File: config.mk
export PLATFORM = sky130hd
export DESIGN_NAME = velocity_ramp_generator
export DESIGN_NICKNAME = d
export VERILOG_FILES = /design/src/design/vrg_pkg.sv /design/src/design/vrg_alu.sv /design/src/design/vrg_ctrl.sv /design/src/design/velocity_ramp_generator.sv
export SDC_FILE = /design/constraint.sdc
export NUM_CORES = 2
export LEC_CHECK = 0
export BUFFER_PORTS_ARGS = -buffer_cell sky130_fd_sc_hd__buf_2
export CAP_MARGIN = 40
export CORE_ASPECT_RATIO = 1.75
export CORE_MARGIN = 4
export CORE_UTILIZATION = 50
export CTS_CLUSTER_DIAMETER = 100
export CTS_CLUSTER_SIZE = 24
export DETAILED_ROUTE_END_ITERATION = 6
export PLACE_DENSITY_LB_ADDON = 0.2
export SKIP_CTS_REPAIR_TIMING = 1
export SYNTH_ARGS = -nofsm -noshare
export SYNTH_HDL_FRONTEND = slang
export SYNTH_HIERARCHICAL = 1
export SYNTH_SLANG_ARGS = --single-unit
File: constraint.sdc
create_clock -name clock -period 24.8 [get_ports clock]
set_clock_uncertainty 0.15 [all_clocks]
set_input_delay 4.96 -clock clock [delete_from_list [all_inputs] [get_ports clock]]
set_output_delay 4.96 -clock clock [all_outputs]
set_load 0.05 [all_outputs]
File: src/design/vrg_pkg.sv
// vrg_pkg: shared types and constants of the velocity ramp generator.
// Used by vrg_alu, vrg_ctrl and velocity_ramp_generator; depends on nothing.
package vrg_pkg;

   // register file widths
   localparam int STEP_CFG_WIDTH = 15;
   localparam int GAIN_CFG_WIDTH = 16;
   localparam int CSR_IDX_WIDTH  = 8;
   localparam int CSR_DATA_WIDTH = 16;
   localparam int FRAC_BITS      = 12;

   // gains are unsigned q4.12, limited to 10.0
   localparam logic [GAIN_CFG_WIDTH-1:0] GAIN_LIMIT = 16'd40960;

   // register indexes
   localparam logic [CSR_IDX_WIDTH-1:0] CSR_MAX_SPEED  = 8'd0;
   localparam logic [CSR_IDX_WIDTH-1:0] CSR_DECEL_STEP = 8'd1;
   localparam logic [CSR_IDX_WIDTH-1:0] CSR_ACCEL_BASE = 8'd2;
   localparam logic [CSR_IDX_WIDTH-1:0] CSR_GAIN_START = 8'd3;
   localparam logic [CSR_IDX_WIDTH-1:0] CSR_GAIN_NEAR  = 8'd4;

   // reset values of the registers
   localparam logic [STEP_CFG_WIDTH-1:0] MAX_SPEED_RST  = 15'd8192;
   localparam logic [STEP_CFG_WIDTH-1:0] DECEL_STEP_RST = 15'd41;
   localparam logic [STEP_CFG_WIDTH-1:0] ACCEL_BASE_RST = 15'd20;
   localparam logic [GAIN_CFG_WIDTH-1:0] GAIN_START_RST = 16'd8192;
   localparam logic [GAIN_CFG_WIDTH-1:0] GAIN_NEAR_RST  = 16'd4096;

   typedef struct packed {
      logic [STEP_CFG_WIDTH-1:0] max_speed;
      logic [STEP_CFG_WIDTH-1:0] decel_step;
      logic [STEP_CFG_WIDTH-1:0] accel_unit;
      logic [GAIN_CFG_WIDTH-1:0] gain_start;
      logic [GAIN_CFG_WIDTH-1:0] gain_near;
   } vrg_cfg_type;

   typedef enum logic [1:0] {
      ALU_NOP = 2'd0,
      ALU_MAC = 2'd1,
      ALU_DIV = 2'd2
   } vrg_op_type;

   typedef enum logic [9:0] {
      ST_IDLE     = 10'b00_0000_0001,
      ST_DECIDE   = 10'b00_0000_0010,
      ST_MUL_S    = 10'b00_0000_0100,
      ST_MUL_F    = 10'b00_0000_1000,
      ST_MUL_LO   = 10'b00_0001_0000,
      ST_MUL_HI   = 10'b00_0010_0000,
      ST_DIV_INIT = 10'b00_0100_0000,
      ST_DIV_STEP = 10'b00_1000_0000,
      ST_RAMP     = 10'b01_0000_0000,
      ST_FINISH   = 10'b10_0000_0000
   } vrg_state_type;

endpackage

File: src/design/vrg_alu.sv
// vrg_alu: shared arithmetic unit, a 32x16 multiply-accumulate and one
// restoring divide step. Depends on vrg_pkg.
module vrg_alu
   import vrg_pkg::*;
#(
   parameter int SPEED_WIDTH = 16,
   parameter int ACC_WIDTH   = 46
) (
   input  vrg_op_type                  op,
   input  logic [31:0]                 mul_a,
   input  logic [15:0]                 mul_b,
   input  logic                        mul_hi,
   input  logic [ACC_WIDTH-1:0]        acc_in,
   output logic [ACC_WIDTH-1:0]        acc_out,
   input  logic [2*SPEED_WIDTH-1:0]    div_x_in,
   input  logic [SPEED_WIDTH-2:0]      div_d,
   output logic [2*SPEED_WIDTH-1:0]    div_x_out
);

   localparam int W = SPEED_WIDTH;

   logic [47:0]          prod;
   logic [79:0]          prod_sh;
   logic [2*W-1:0]       x_sh;
   logic [W:0]           trial;

   always_comb begin
      prod    = mul_a * mul_b;
      prod_sh = mul_hi ? (80'(prod) << 32) : 80'(prod);
      x_sh    = {div_x_in[2*W-2:0], 1'b0};
      trial   = {1'b0, x_sh[2*W-1:W]} - {2'b00, div_d};
      acc_out   = acc_in;
      div_x_out = div_x_in;
      unique case (op)
         ALU_MAC: begin
            acc_out = acc_in + prod_sh[ACC_WIDTH-1:0];
         end
         ALU_DIV: begin
            // partial remainder stays below the divisor, so the top bit is free
            if (!trial[W]) begin
               div_x_out = {trial[W-1:0], x_sh[W-1:1], 1'b1};
            end else begin
               div_x_out = x_sh;
            end
         end
         default: begin
            acc_out   = acc_in;
            div_x_out = div_x_in;
         end
      endcase
   end

endmodule

File: src/design/vrg_ctrl.sv
// vrg_ctrl: sequencer and datapath registers of the velocity ramp generator.
// Depends on vrg_pkg and vrg_alu.
module vrg_ctrl
   import vrg_pkg::*;
#(
   parameter int SPEED_WIDTH = 16
) (
   input  logic                          clock,
   input  logic                          reset,
   input  vrg_cfg_type                   cfg,
   input  logic                          start,
   input  logic signed [SPEED_WIDTH-1:0] start_target,
   input  logic                          start_hard,
   output logic                          idle,
   output logic                          res_valid,
   input  logic                          res_ready,
   output logic signed [SPEED_WIDTH-1:0] res_speed
);

   localparam int W   = SPEED_WIDTH;
   localparam int STW = (W > STEP_CFG_WIDTH) ? W : STEP_CFG_WIDTH;
   localparam int NW  = W - 1 + GAIN_CFG_WIDTH;
   localparam int AW  = NW + STEP_CFG_WIDTH;
   localparam int HW  = AW - FRAC_BITS - W;
   localparam int CW  = $clog2(W);
   localparam logic [31:0] SPD_MAX32 = 32'((64'd1 << (W - 1)) - 64'd1);

   vrg_state_type         state_ff, state_in;
   logic signed [W-1:0]   tgt_ff, tgt_in;
   logic                  hard_ff, hard_in;
   logic signed [W-1:0]   cur_ff, cur_in;
   logic signed [W-1:0]   base_ff, base_in;
   logic [W-2:0]          cmag_ff, cmag_in;
   logic [NW-1:0]         wsum_ff, wsum_in;
   logic [AW-1:0]         prod_ff, prod_in;
   logic [2*W-1:0]        quo_ff, quo_in;
   logic [CW-1:0]         cnt_ff, cnt_in;
   logic signed [W-1:0]   nxt_ff, nxt_in;

   vrg_op_type            alu_op;
   logic [31:0]           alu_a;
   logic [15:0]           alu_b;
   logic                  alu_hi;
   logic [AW-1:0]         alu_acc;
   logic [AW-1:0]         alu_acc_out;
   logic [2*W-1:0]        alu_x_out;

   logic [31:0]           lim32;
   logic signed [W:0]     lim_x;
   logic signed [W:0]     req_x;
   logic signed [W:0]     clamp_x;
   logic [W-1:0]          tabs;
   logic [W-1:0]          cabs;
   logic [W-2:0]          tmag;
   logic [GAIN_CFG_WIDTH-1:0] fast_lim;
   logic [GAIN_CFG_WIDTH-1:0] slow_lim;
   logic [STW-1:0]        brk_step;
   logic signed [W-1:0]   brk_to_zero;
   logic signed [W-1:0]   brk_to_tgt;
   logic                  reversal;
   logic [63:0]           wsum_pad;
   logic [HW-1:0]         quo_hi;

   // move cur toward goal by step, never past goal; a zero step jumps to goal
   function automatic logic signed [W-1:0] ramp_f(
      input logic signed [W-1:0] cur,
      input logic signed [W-1:0] goal,
      input logic [STW-1:0]      step
   );
      logic signed [STW+1:0] c_x;
      logic signed [STW+1:0] g_x;
      logic signed [STW+1:0] s_x;
      logic signed [STW+1:0] t_x;
      logic signed [STW+1:0] r_x;
      c_x = (STW+2)'(cur);
      g_x = (STW+2)'(goal);
      s_x = $signed({2'b00, step});
      if (step == '0) begin
         r_x = g_x;
      end else if (c_x < g_x) begin
         t_x = c_x + s_x;
         r_x = (t_x > g_x) ? g_x : t_x;
      end else if (c_x > g_x) begin
         t_x = c_x - s_x;
         r_x = (t_x < g_x) ? g_x : t_x;
      end else begin
         r_x = c_x;
      end
      return r_x[W-1:0];
   endfunction

   vrg_alu #(
      .SPEED_WIDTH (W),
      .ACC_WIDTH   (AW)
   ) u_alu (
      .op        (alu_op),
      .mul_a     (alu_a),
      .mul_b     (alu_b),
      .mul_hi    (alu_hi),
      .acc_in    (alu_acc),
      .acc_out   (alu_acc_out),
      .div_x_in  (quo_ff),
      .div_d     (tmag),
      .div_x_out (alu_x_out)
   );

   // target clamp to +/- min(max_speed, largest speed)
   always_comb begin
      lim32   = (32'(cfg.max_speed) > SPD_MAX32) ? SPD_MAX32 : 32'(cfg.max_speed);
      lim_x   = $signed({2'b00, lim32[W-2:0]});
      req_x   = (W+1)'(start_target);
      if (req_x > lim_x) begin
         clamp_x = lim_x;
      end else if (req_x < -lim_x) begin
         clamp_x = -lim_x;
      end else begin
         clamp_x = req_x;
      end
   end

   always_comb begin
      tabs        = tgt_ff[W-1] ? W'(-tgt_ff) : W'(tgt_ff);
      cabs        = cur_ff[W-1] ? W'(-cur_ff) : W'(cur_ff);
      tmag        = tabs[W-2:0];
      fast_lim    = (cfg.gain_start > GAIN_LIMIT) ? GAIN_LIMIT : cfg.gain_start;
      slow_lim    = (cfg.gain_near > GAIN_LIMIT) ? GAIN_LIMIT : cfg.gain_near;
      brk_step    = STW'(cfg.decel_step);
      brk_to_zero = ramp_f(cur_ff, '0, brk_step);
      brk_to_tgt  = ramp_f(cur_ff, tgt_ff, brk_step);
      reversal    = (cur_ff < 0 && tgt_ff > 0) || (cur_ff > 0 && tgt_ff < 0);
      wsum_pad    = 64'(wsum_ff);
      quo_hi      = prod_ff[AW-1:W+FRAC_BITS];
   end

   always_comb begin
      state_in = state_ff;
      tgt_in   = tgt_ff;
      hard_in  = hard_ff;
      cur_in   = cur_ff;
      base_in  = base_ff;
      cmag_in  = cmag_ff;
      wsum_in  = wsum_ff;
      prod_in  = prod_ff;
      quo_in   = quo_ff;
      cnt_in   = cnt_ff;
      nxt_in   = nxt_ff;
      alu_op   = ALU_NOP;
      alu_a    = '0;
      alu_b    = '0;
      alu_hi   = 1'b0;
      alu_acc  = '0;
      unique case (state_ff)
         ST_IDLE: begin
            if (start) begin
               tgt_in   = clamp_x[W-1:0];
               hard_in  = start_hard;
               state_in = ST_DECIDE;
            end
         end
         ST_DECIDE: begin
            state_in = ST_FINISH;
            if (hard_ff) begin
               nxt_in = tgt_ff;
            end else if (tgt_ff == '0) begin
               nxt_in = brk_to_zero;
            end else if (reversal && brk_to_zero != '0) begin
               nxt_in = brk_to_zero;
            end else if (!reversal && tabs < cabs) begin
               nxt_in = brk_to_tgt;
            end else if (cfg.accel_unit == '0) begin
               nxt_in = tgt_ff;
            end else begin
               // reversal that reached zero accelerates from standstill
               base_in  = reversal ? '0 : cur_ff;
               cmag_in  = reversal ? '0 : cabs[W-2:0];
               state_in = ST_MUL_S;
            end
         end
         ST_MUL_S: begin
            alu_op   = ALU_MAC;
            alu_a    = 32'(cmag_ff);
            alu_b    = slow_lim;
            wsum_in  = alu_acc_out[NW-1:0];
            state_in = ST_MUL_F;
         end
         ST_MUL_F: begin
            alu_op   = ALU_MAC;
            alu_a    = 32'(tmag - cmag_ff);
            alu_b    = fast_lim;
            alu_acc  = AW'(wsum_ff);
            wsum_in  = alu_acc_out[NW-1:0];
            state_in = ST_MUL_LO;
         end
         ST_MUL_LO: begin
            alu_op   = ALU_MAC;
            alu_a    = wsum_pad[31:0];
            alu_b    = 16'(cfg.accel_unit);
            prod_in  = alu_acc_out;
            state_in = ST_MUL_HI;
         end
         ST_MUL_HI: begin
            alu_op   = ALU_MAC;
            alu_a    = wsum_pad[63:32];
            alu_b    = 16'(cfg.accel_unit);
            alu_hi   = 1'b1;
            alu_acc  = prod_ff;
            prod_in  = alu_acc_out;
            state_in = ST_DIV_INIT;
         end
         ST_DIV_INIT: begin
            cnt_in = '0;
            // quotient of (product >> 12) / t would not fit the speed width
            if (64'(quo_hi) >= 64'(tmag)) begin
               quo_in   = {{W{1'b0}}, {W{1'b1}}};
               state_in = ST_RAMP;
            end else begin
               quo_in   = {W'(quo_hi), prod_ff[W+FRAC_BITS-1:FRAC_BITS]};
               state_in = ST_DIV_STEP;
            end
         end
         ST_DIV_STEP: begin
            alu_op = ALU_DIV;
            quo_in = alu_x_out;
            cnt_in = cnt_ff + 1'b1;
            if (cnt_ff == CW'(W - 1)) begin
               state_in = ST_RAMP;
            end
         end
         ST_RAMP: begin
            nxt_in   = ramp_f(base_ff, tgt_ff, STW'(quo_ff[W-1:0]));
            state_in = ST_FINISH;
         end
         ST_FINISH: begin
            if (res_ready) begin
               cur_in   = nxt_ff;
               state_in = ST_IDLE;
            end
         end
         default: begin
            state_in = ST_IDLE;
         end
      endcase
   end

   always_ff @(posedge clock) begin
      if (reset) begin
         state_ff <= ST_IDLE;
         cur_ff   <= '0;
      end else begin
         state_ff <= state_in;
         cur_ff   <= cur_in;
      end
   end

   always_ff @(posedge clock) begin
      tgt_ff  <= tgt_in;
      hard_ff <= hard_in;
      base_ff <= base_in;
      cmag_ff <= cmag_in;
      wsum_ff <= wsum_in;
      prod_ff <= prod_in;
      quo_ff  <= quo_in;
      cnt_ff  <= cnt_in;
      nxt_ff  <= nxt_in;
   end

   assign idle      = (state_ff == ST_IDLE);
   assign res_valid = (state_ff == ST_FINISH);
   assign res_speed = nxt_ff;

endmodule

File: src/design/velocity_ramp_generator.sv
// velocity_ramp_generator: top level with register file and result register.
// Depends on vrg_pkg, vrg_ctrl and vrg_alu.
//
// Each request carries a signed target speed and a hard-reset flag and gives
// one response, the ramped speed after that tick (signed, 12 fraction bits).
// The request channel takes one request at a time: req_ready is high only
// while the sequencer is idle. A request that accelerates runs the shared
// multiply-accumulate unit four times and then, unless the quotient would
// overflow the speed width, the divide step SPEED_WIDTH times; the next
// request is taken only after its response has left the sequencer. Hard
// reset, braking, reversal braking that stops short of zero and a zero base
// step skip the arithmetic. The response sits in an output register; the
// next request is taken while it waits. If the receiver stalls, a finished
// result holds in the sequencer until the output register frees, and the
// speed state advances only then. Registers are to be written on the csr
// channel (always ready) only while no request is in flight; the user must
// keep to this, as the block does not enforce it. Indexes 0..4 are the
// speed limit, braking step, base acceleration step, standstill gain and
// near-target gain, others are ignored. Reset zeroes the speed, loads the
// register reset values and empties the output register.
module velocity_ramp_generator
   import vrg_pkg::*;
#(
   parameter int SPEED_WIDTH = 16
) (
   input  logic                          clock,
   input  logic                          reset,
   input  logic                          req_valid,
   output logic                          req_ready,
   input  logic signed [SPEED_WIDTH-1:0] req_target_speed,
   input  logic                          req_hard_reset,
   output logic                          rsp_valid,
   input  logic                          rsp_ready,
   output logic signed [SPEED_WIDTH-1:0] rsp_speed_out,
   input  logic                          csr_valid,
   output logic                          csr_ready,
   input  logic [CSR_IDX_WIDTH-1:0]      csr_index,
   input  logic [CSR_DATA_WIDTH-1:0]     csr_wdata
);

   vrg_cfg_type                   cfg_ff, cfg_in;
   logic                          rsp_valid_ff, rsp_valid_in;
   logic signed [SPEED_WIDTH-1:0] rsp_speed_ff, rsp_speed_in;

   logic                          ctrl_idle;
   logic                          res_valid;
   logic                          res_ready;
   logic signed [SPEED_WIDTH-1:0] res_speed;

   vrg_ctrl #(
      .SPEED_WIDTH (SPEED_WIDTH)
   ) u_ctrl (
      .clock        (clock),
      .reset        (reset),
      .cfg          (cfg_ff),
      .start        (req_valid & ctrl_idle),
      .start_target (req_target_speed),
      .start_hard   (req_hard_reset),
      .idle         (ctrl_idle),
      .res_valid    (res_valid),
      .res_ready    (res_ready),
      .res_speed    (res_speed)
   );

   assign req_ready = ctrl_idle;
   assign csr_ready = 1'b1;
   assign res_ready = !rsp_valid_ff || rsp_ready;

   always_comb begin
      cfg_in = cfg_ff;
      if (csr_valid) begin
         unique case (csr_index)
            CSR_MAX_SPEED:  cfg_in.max_speed  = csr_wdata[STEP_CFG_WIDTH-1:0];
            CSR_DECEL_STEP: cfg_in.decel_step = csr_wdata[STEP_CFG_WIDTH-1:0];
            CSR_ACCEL_BASE: cfg_in.accel_unit = csr_wdata[STEP_CFG_WIDTH-1:0];
            CSR_GAIN_START: cfg_in.gain_start = csr_wdata[GAIN_CFG_WIDTH-1:0];
            CSR_GAIN_NEAR:  cfg_in.gain_near  = csr_wdata[GAIN_CFG_WIDTH-1:0];
            default: begin
               cfg_in = cfg_ff;
            end
         endcase
      end
   end

   always_comb begin
      rsp_valid_in = rsp_valid_ff;
      rsp_speed_in = rsp_speed_ff;
      if (res_valid && res_ready) begin
         rsp_valid_in = 1'b1;
         rsp_speed_in = res_speed;
      end else if (rsp_ready) begin
         rsp_valid_in = 1'b0;
      end
   end

   always_ff @(posedge clock) begin
      if (reset) begin
         cfg_ff.max_speed  <= MAX_SPEED_RST;
         cfg_ff.decel_step <= DECEL_STEP_RST;
         cfg_ff.accel_unit <= ACCEL_BASE_RST;
         cfg_ff.gain_start <= GAIN_START_RST;
         cfg_ff.gain_near  <= GAIN_NEAR_RST;
         rsp_valid_ff      <= 1'b0;
      end else begin
         cfg_ff       <= cfg_in;
         rsp_valid_ff <= rsp_valid_in;
      end
   end

   always_ff @(posedge clock) begin
      rsp_speed_ff <= rsp_speed_in;
   end

   assign rsp_valid     = rsp_valid_ff;
   assign rsp_speed_out = rsp_speed_ff;

endmodule
# Word level (Yosys, flattened, before mapping)
# Cells that the tools add are included.
[totals]
register_bits = 296
mem_count = 0
rom_bits = 0
latch_bits = 0
ramBits = 0
output_inout_bits = 19
inputBits = 46
[op_classes]
multipliers = 1
div_mod_pow = 0
n_reduce_logical = 32
n_bitwise = 6
n_eq_ne = 22
shifts = 0
add_sub_neg = 11
n_mux = 51
magnitude_cmp = 22
[ops]
columns = ["cell", "count"]
rows = [
  ["two-way mux 16 bit", 25],
  ["case mux 10 bit (10 select lines)", 1],
  ["case mux 32 bit (3 select lines)", 1],
  ["two-way mux 31 bit", 3],
  ["two-way mux 46 bit", 2],
  ["case mux 46 bit (2 select lines)", 1],
  ["two-way mux 10 bit", 8],
  ["case mux 31 bit (2 select lines)", 1],
  ["greater-than comparator 16 x 1 -> 1 bit (second input constant)", 3],
  ["greater-than comparator 16 bit", 3],
  ["< comparator 16 x 1 -> 1 bit (second input constant)", 3],
  ["< comparator 16 bit", 3],
  ["case mux 16 bit (3 select lines)", 1],
  ["adder 46 bit", 1],
  ["multiplier 32 x 16 -> 46 bit", 1],
  ["greater-than comparator 16 bit (second input constant)", 2],
  ["zero test 16 bit", 2],
  ["negator 16 bit", 2],
  ["case mux 16 bit (2 select lines)", 1],
  ["zero test 15 bit", 2],
  ["adder 16 x 17 -> 18 bit", 1],
  [">= comparator 18 x 15 -> 1 bit", 1],
  ["greater-than comparator 18 x 16 -> 1 bit", 1],
  ["< comparator 18 x 16 -> 1 bit", 1],
  ["other kinds (49)", 75],
]

# Longest topological paths before layout
[depth]
word_depth = 12
ltp_mapped = 54

# By module
# Netlist, hierarchy kept.
[modules_own_cells]
columns = ["module", "area_each_um2", "instances", "cells_per_inst", "seq_area_each_um2"]
rows = [
  ["vrg_alu", 20370.8, 1, 2592, 0.0],
  ["vrg_ctrl", 19398.6, 1, 2264, 5805.6],
  ["velocity_ramp_generator", 3636.0, 1, 303, 2042.0],
]

# Worst setup path after synthesis
# Ideal clock, no wire load.
[synth_timing]
path_type = "register to register"
start = "reg u_ctrl.state_ff[6]"
end = "reg u_ctrl.prod_ff[45], data pin"
path_buffers = 3
t_arrival_ns = 11.830
setup_slack_ns = 12.555
synth_period_minus_slack_ns = 12.245
path_stages_with_launch = 44
cell_sequence = "dfxtp_1 -> nor4_1 -> nand2_1 -> or3_1 -> nor3b_1 -> or2_2 -> clkbuf_1 -> clkbuf_1 -> a222oi_1 -> inv_1 -> clkbuf_1 -> nand2_1 -> fa_1 -> inv_1 -> fa_1 -> inv_1 -> fa_1 -> inv_1 -> [8 not listed] -> a21oi_1 -> inv_1 -> a221o_1 -> a41o_1 -> a221o_1 -> a31oi_1 -> xor2_1 -> mux2i_1 -> ha_1 -> a21o_1 -> o21bai_1 -> or4_1 -> o21ai_0 -> o2111ai_1 -> a31oi_2 -> nor4_1 -> a221oi_1 -> nand3_1"
[synth_between]
elab_chain_len = 7
[synth_rtl]
columns = ["element", "line", "source"]
rows = [
  ["start: declaration", "vrg_ctrl.sv:28", "vrg_state_type state_ff, state_in;"],
  ["start signal: assignment", "vrg_ctrl.sv:250", "state_ff <= state_in;"],
  ["== test 10 x 5 -> 1 bit or == test 10 x 6 -> 1 bit (tied branches)", "vrg_ctrl.sv:152", "unique case (state_ff)"],
  ["OR reduction 2 bit (no line)", "n/a", ""],
  ["case mux 16 bit (3 select lines) *", "vrg_ctrl.sv:152", ""],
  ["net u_ctrl.alu_b[4]", "vrg_ctrl.sv:42", "logic [15:0] alu_b;"],
  ["multiplier 32 x 16 -> 46 bit *", "vrg_alu.sv:28", "prod = mul_a * mul_b;"],
  ["two-way mux 46 bit *", "vrg_alu.sv:29", "prod_sh = mul_hi ? (80'(prod) << 32) : 80'(prod);"],
  ["adder 46 bit *", "vrg_alu.sv:36", "acc_out = acc_in + prod_sh[ACC_WIDTH-1:0];"],
  ["two-way mux 46 bit *", "vrg_alu.sv:34", "unique case (op)"],
  ["net u_ctrl.alu_acc_out[45]", "vrg_ctrl.sv:45", "logic [AW-1:0] alu_acc_out;"],
  ["end signal: assignment", "vrg_ctrl.sv:261", "prod_ff <= prod_in;"],
  ["end: declaration", "vrg_ctrl.sv:35", "logic [AW-1:0] prod_ff, prod_in;"],
]
# Mark *: on every way through the listed nets, which the timed path passes. The rest lies on a longest branch.
# A chain may end at the register's enable or synchronous reset.

# Final worst setup path
[layout_timing]
start = "reg u_ctrl.tgt_ff[15]"
end = "reg u_ctrl.prod_ff[45], data pin"
[layout_between]
elab_chain_len = 7
[layout_rtl]
columns = ["element", "line", "source"]
rows = [
  ["start: declaration", "vrg_ctrl.sv:29", "logic signed [W-1:0] tgt_ff, tgt_in;"],
  ["start signal: assignment", "vrg_ctrl.sv:256", "tgt_ff <= tgt_in;"],
  ["two-way mux 16 bit", "vrg_ctrl.sv:122", "tabs = tgt_ff[W-1] ? W'(-tgt_ff) : W'(tgt_ff);"],
  ["net u_ctrl.tabs[4]", "vrg_ctrl.sv:52", "logic [W-1:0] tabs;"],
  ["subtractor 15 x 15 -> 16 bit", "vrg_ctrl.sv:188", "alu_a = 32'(tmag - cmag_ff);"],
  ["case mux 32 bit (3 select lines)", "vrg_ctrl.sv:152", ""],
  ["net u_ctrl.alu_a[18]", "vrg_ctrl.sv:41", "logic [31:0] alu_a;"],
  ["multiplier 32 x 16 -> 46 bit", "vrg_alu.sv:28", ""],
  ["two-way mux 46 bit", "vrg_alu.sv:29", ""],
  ["adder 46 bit", "vrg_alu.sv:36", ""],
  ["two-way mux 46 bit", "vrg_alu.sv:34", ""],
  ["net u_ctrl.alu_acc_out[45]", "vrg_ctrl.sv:45", ""],
]
# The timed path passes the listed nets, and every way through them passes these cells.

==> qor.csv <==
metric,value,unit
num rows,142,
Max-cap violations,0,
Syn Nets,6031,
Pre-antenna DRT Iters,7,
port buffer count,63,
Die H,397,um
routability cong.,1.10,
maximum buffer depth of the clock tree,3,
unrepaired setup endpoints after global routing,no,
initial core utilization,50.5,%
failing checks,DRC,
DIE AREA,91600,um2
Final Hold Violating Endpoints,0,
largest net degree at the start of global routing,92,
total CTS buffers,17,
Max stage delay on crit path,0.87,ns
I/O pin count,65,
Via density,6.06,
share of layout cells above drive strength 1,5.99,%
Post-Place Setup Slack,10.97,ns
Critical Path AT,14.28,ns
antenna violations before repair,6,
setup_tns,0,ns
Final ANT Viol Nets,0,
total wire length,156000,um
Rel. slew slack,31.4,%
Startpoint Class,flop,
final setup fails,0,
clk slew on worst S/H paths,0.12,ns
estimated wirelength of the detail-placed design,122000,um
CTS H-tree depth,1,
post-DR wirelength/cell,24.9,um
P per Cell Area,32.9,nW/um2
TritonCTS clock tree,done,
Period minus WS final,14.11,ns
slowest CP cell,clkinv_1,
CP endpoint kind,flop,
status,finished with violations,
crit path max fanout,20,
worst min path class,flop to flop,
fmax,70.9,MHz
Post-Syn Area per Cell,8.42,um2
clk root buf,clkbuf_16,
nets@finish,5999,
grt ovf,0,
Tcrit/Tclk final,56.9,%
vias in the first global route,39600,
Starting DRT DRC Count,2740,
synth warn,6,
first-pass GRT wire length,238000,um
worst skew pair latency,0.56,ns
synthesis-to-finish area growth,5.66,%
Gate Count Post-Synth,5146,
CP Class,flop to flop,
Pins Over Slew Limit,0,
DRC viols,13,
Die W,230,um
Sink Count,295,
GR Util All Layers,34.1,%
Peak VDD IR,0.0356,mV
core box area,85800,um2
fin cells,6277,
Placed Instances,6237,
post-route setup slack,10.69,ns
mapped cell area,43300,um2
Critical Path RT,24.97,ns
Worst-Margin Slew,1.02,ns
LEAKAGE,21.6,nW
DR vias,38100,
## final cells by class
cell class / instances / area, um2
fillers: 8239 / 40100
repair buffers: 193 / 1370
flip-flops and latches: 295 / 7820
multi-input cells: 3904 / 32000
well taps: 1152 / 1440
inverters: 703 / 2640
diodes: 3 / 7.51
clock buffers: 23 / 448
clock inverters: 4 / 53.8
## worst paths after layout
path / startpoint / to / slack (ns) / cells after the start
worst max-delay path: u_ctrl/tgt_ff[15] / u_ctrl/prod_ff[45] / 10.69 / 46
worst min-delay path: u_ctrl/res_speed[5] / rsp_speed_out[5] / 0.32 / 0
worst max register to register: u_ctrl/tgt_ff[15] / u_ctrl/prod_ff[45] / 10.69 / 46
worst min register to register: u_ctrl/res_speed[5] / rsp_speed_out[5] / 0.32 / 0
## where the power goes
group          leakage (nW)  switching [W]  internal [W]  total [W]
clock                 0.242       0.000186      0.000133   0.000319
sequential             2.49      0.0000269      0.000534   0.000561
combinational          18.9       0.000402      0.000221   0.000623
## stage by stage
stage	total power (W)	hold slack (ns)	util, %	instance area [um2]
2_1_floorplan	0.000937	0.276	-	43300
3_3_place_gp	0.00116	0.286	52.4	45000
3_5_place_dp	0.00116	0.292	52.7	45200
4_1_cts	0.00148	0.322	53.2	45700
5_1_grt	0.00157	0.332	53.3	45800
6_report	0.00150	0.323	53.3	45800
## cells in the final DEF (no fill, tap or decap), types with 44 or more instances in the layout
cell type / instances
nor2_1: 256
and2_1: 217
nand3_1: 85
edfxtp_1: 191
dfxtp_1: 104
nor3_1: 71
nor2b_1: 44
xnor2_1: 128
inv_1: 700
buf_4: 111
fa_1: 424
a21oi_1: 226
nand2b_1: 126
xor2_1: 59
o21ai_0: 177
buf_2: 71
mux2i_1: 126
a21o_1: 103
ha_1: 415
nand2_1: 719
## state kept, by name (all words and copies together) (netlist names), 16 cells and up
register	count
u_ctrl/res_speed	16
u_ctrl/tgt_ff	16
u_ctrl/wsum_ff	31
cfg_ff	77
u_ctrl/quo_ff	31
u_ctrl/prod_ff	46
rsp_speed_out	16
u_ctrl/cur_ff	16
u_ctrl/base_ff	16
## worst max-delay path: cells and delay by family (launching register included)
kind	cells	cell delay [ns]
flops	1	0.74
xor+xnor	2	0.53
buf+inv	8	1.53
mux	1	0.09
simple gates	4	0.82
fa+ha+maj	9	4.28
compound gates	22	5.71
## per-layer routing
| layer | GRT usage (%) | vias to the layer above | wire length (um) |
|---|---|---|---|
| met5 | 0 | - | 32 |
| met4 | 27.9 | 6 | 16600 |
| met3 | 5.82 | 643 | 8980 |
| met2 | 61.6 | 1545 | 79800 |
| met1 | 33.9 | 18600 | 50800 |
| li1 | - | 17200 | - |
Note: power is estimated with default switching activity, not from simulation.
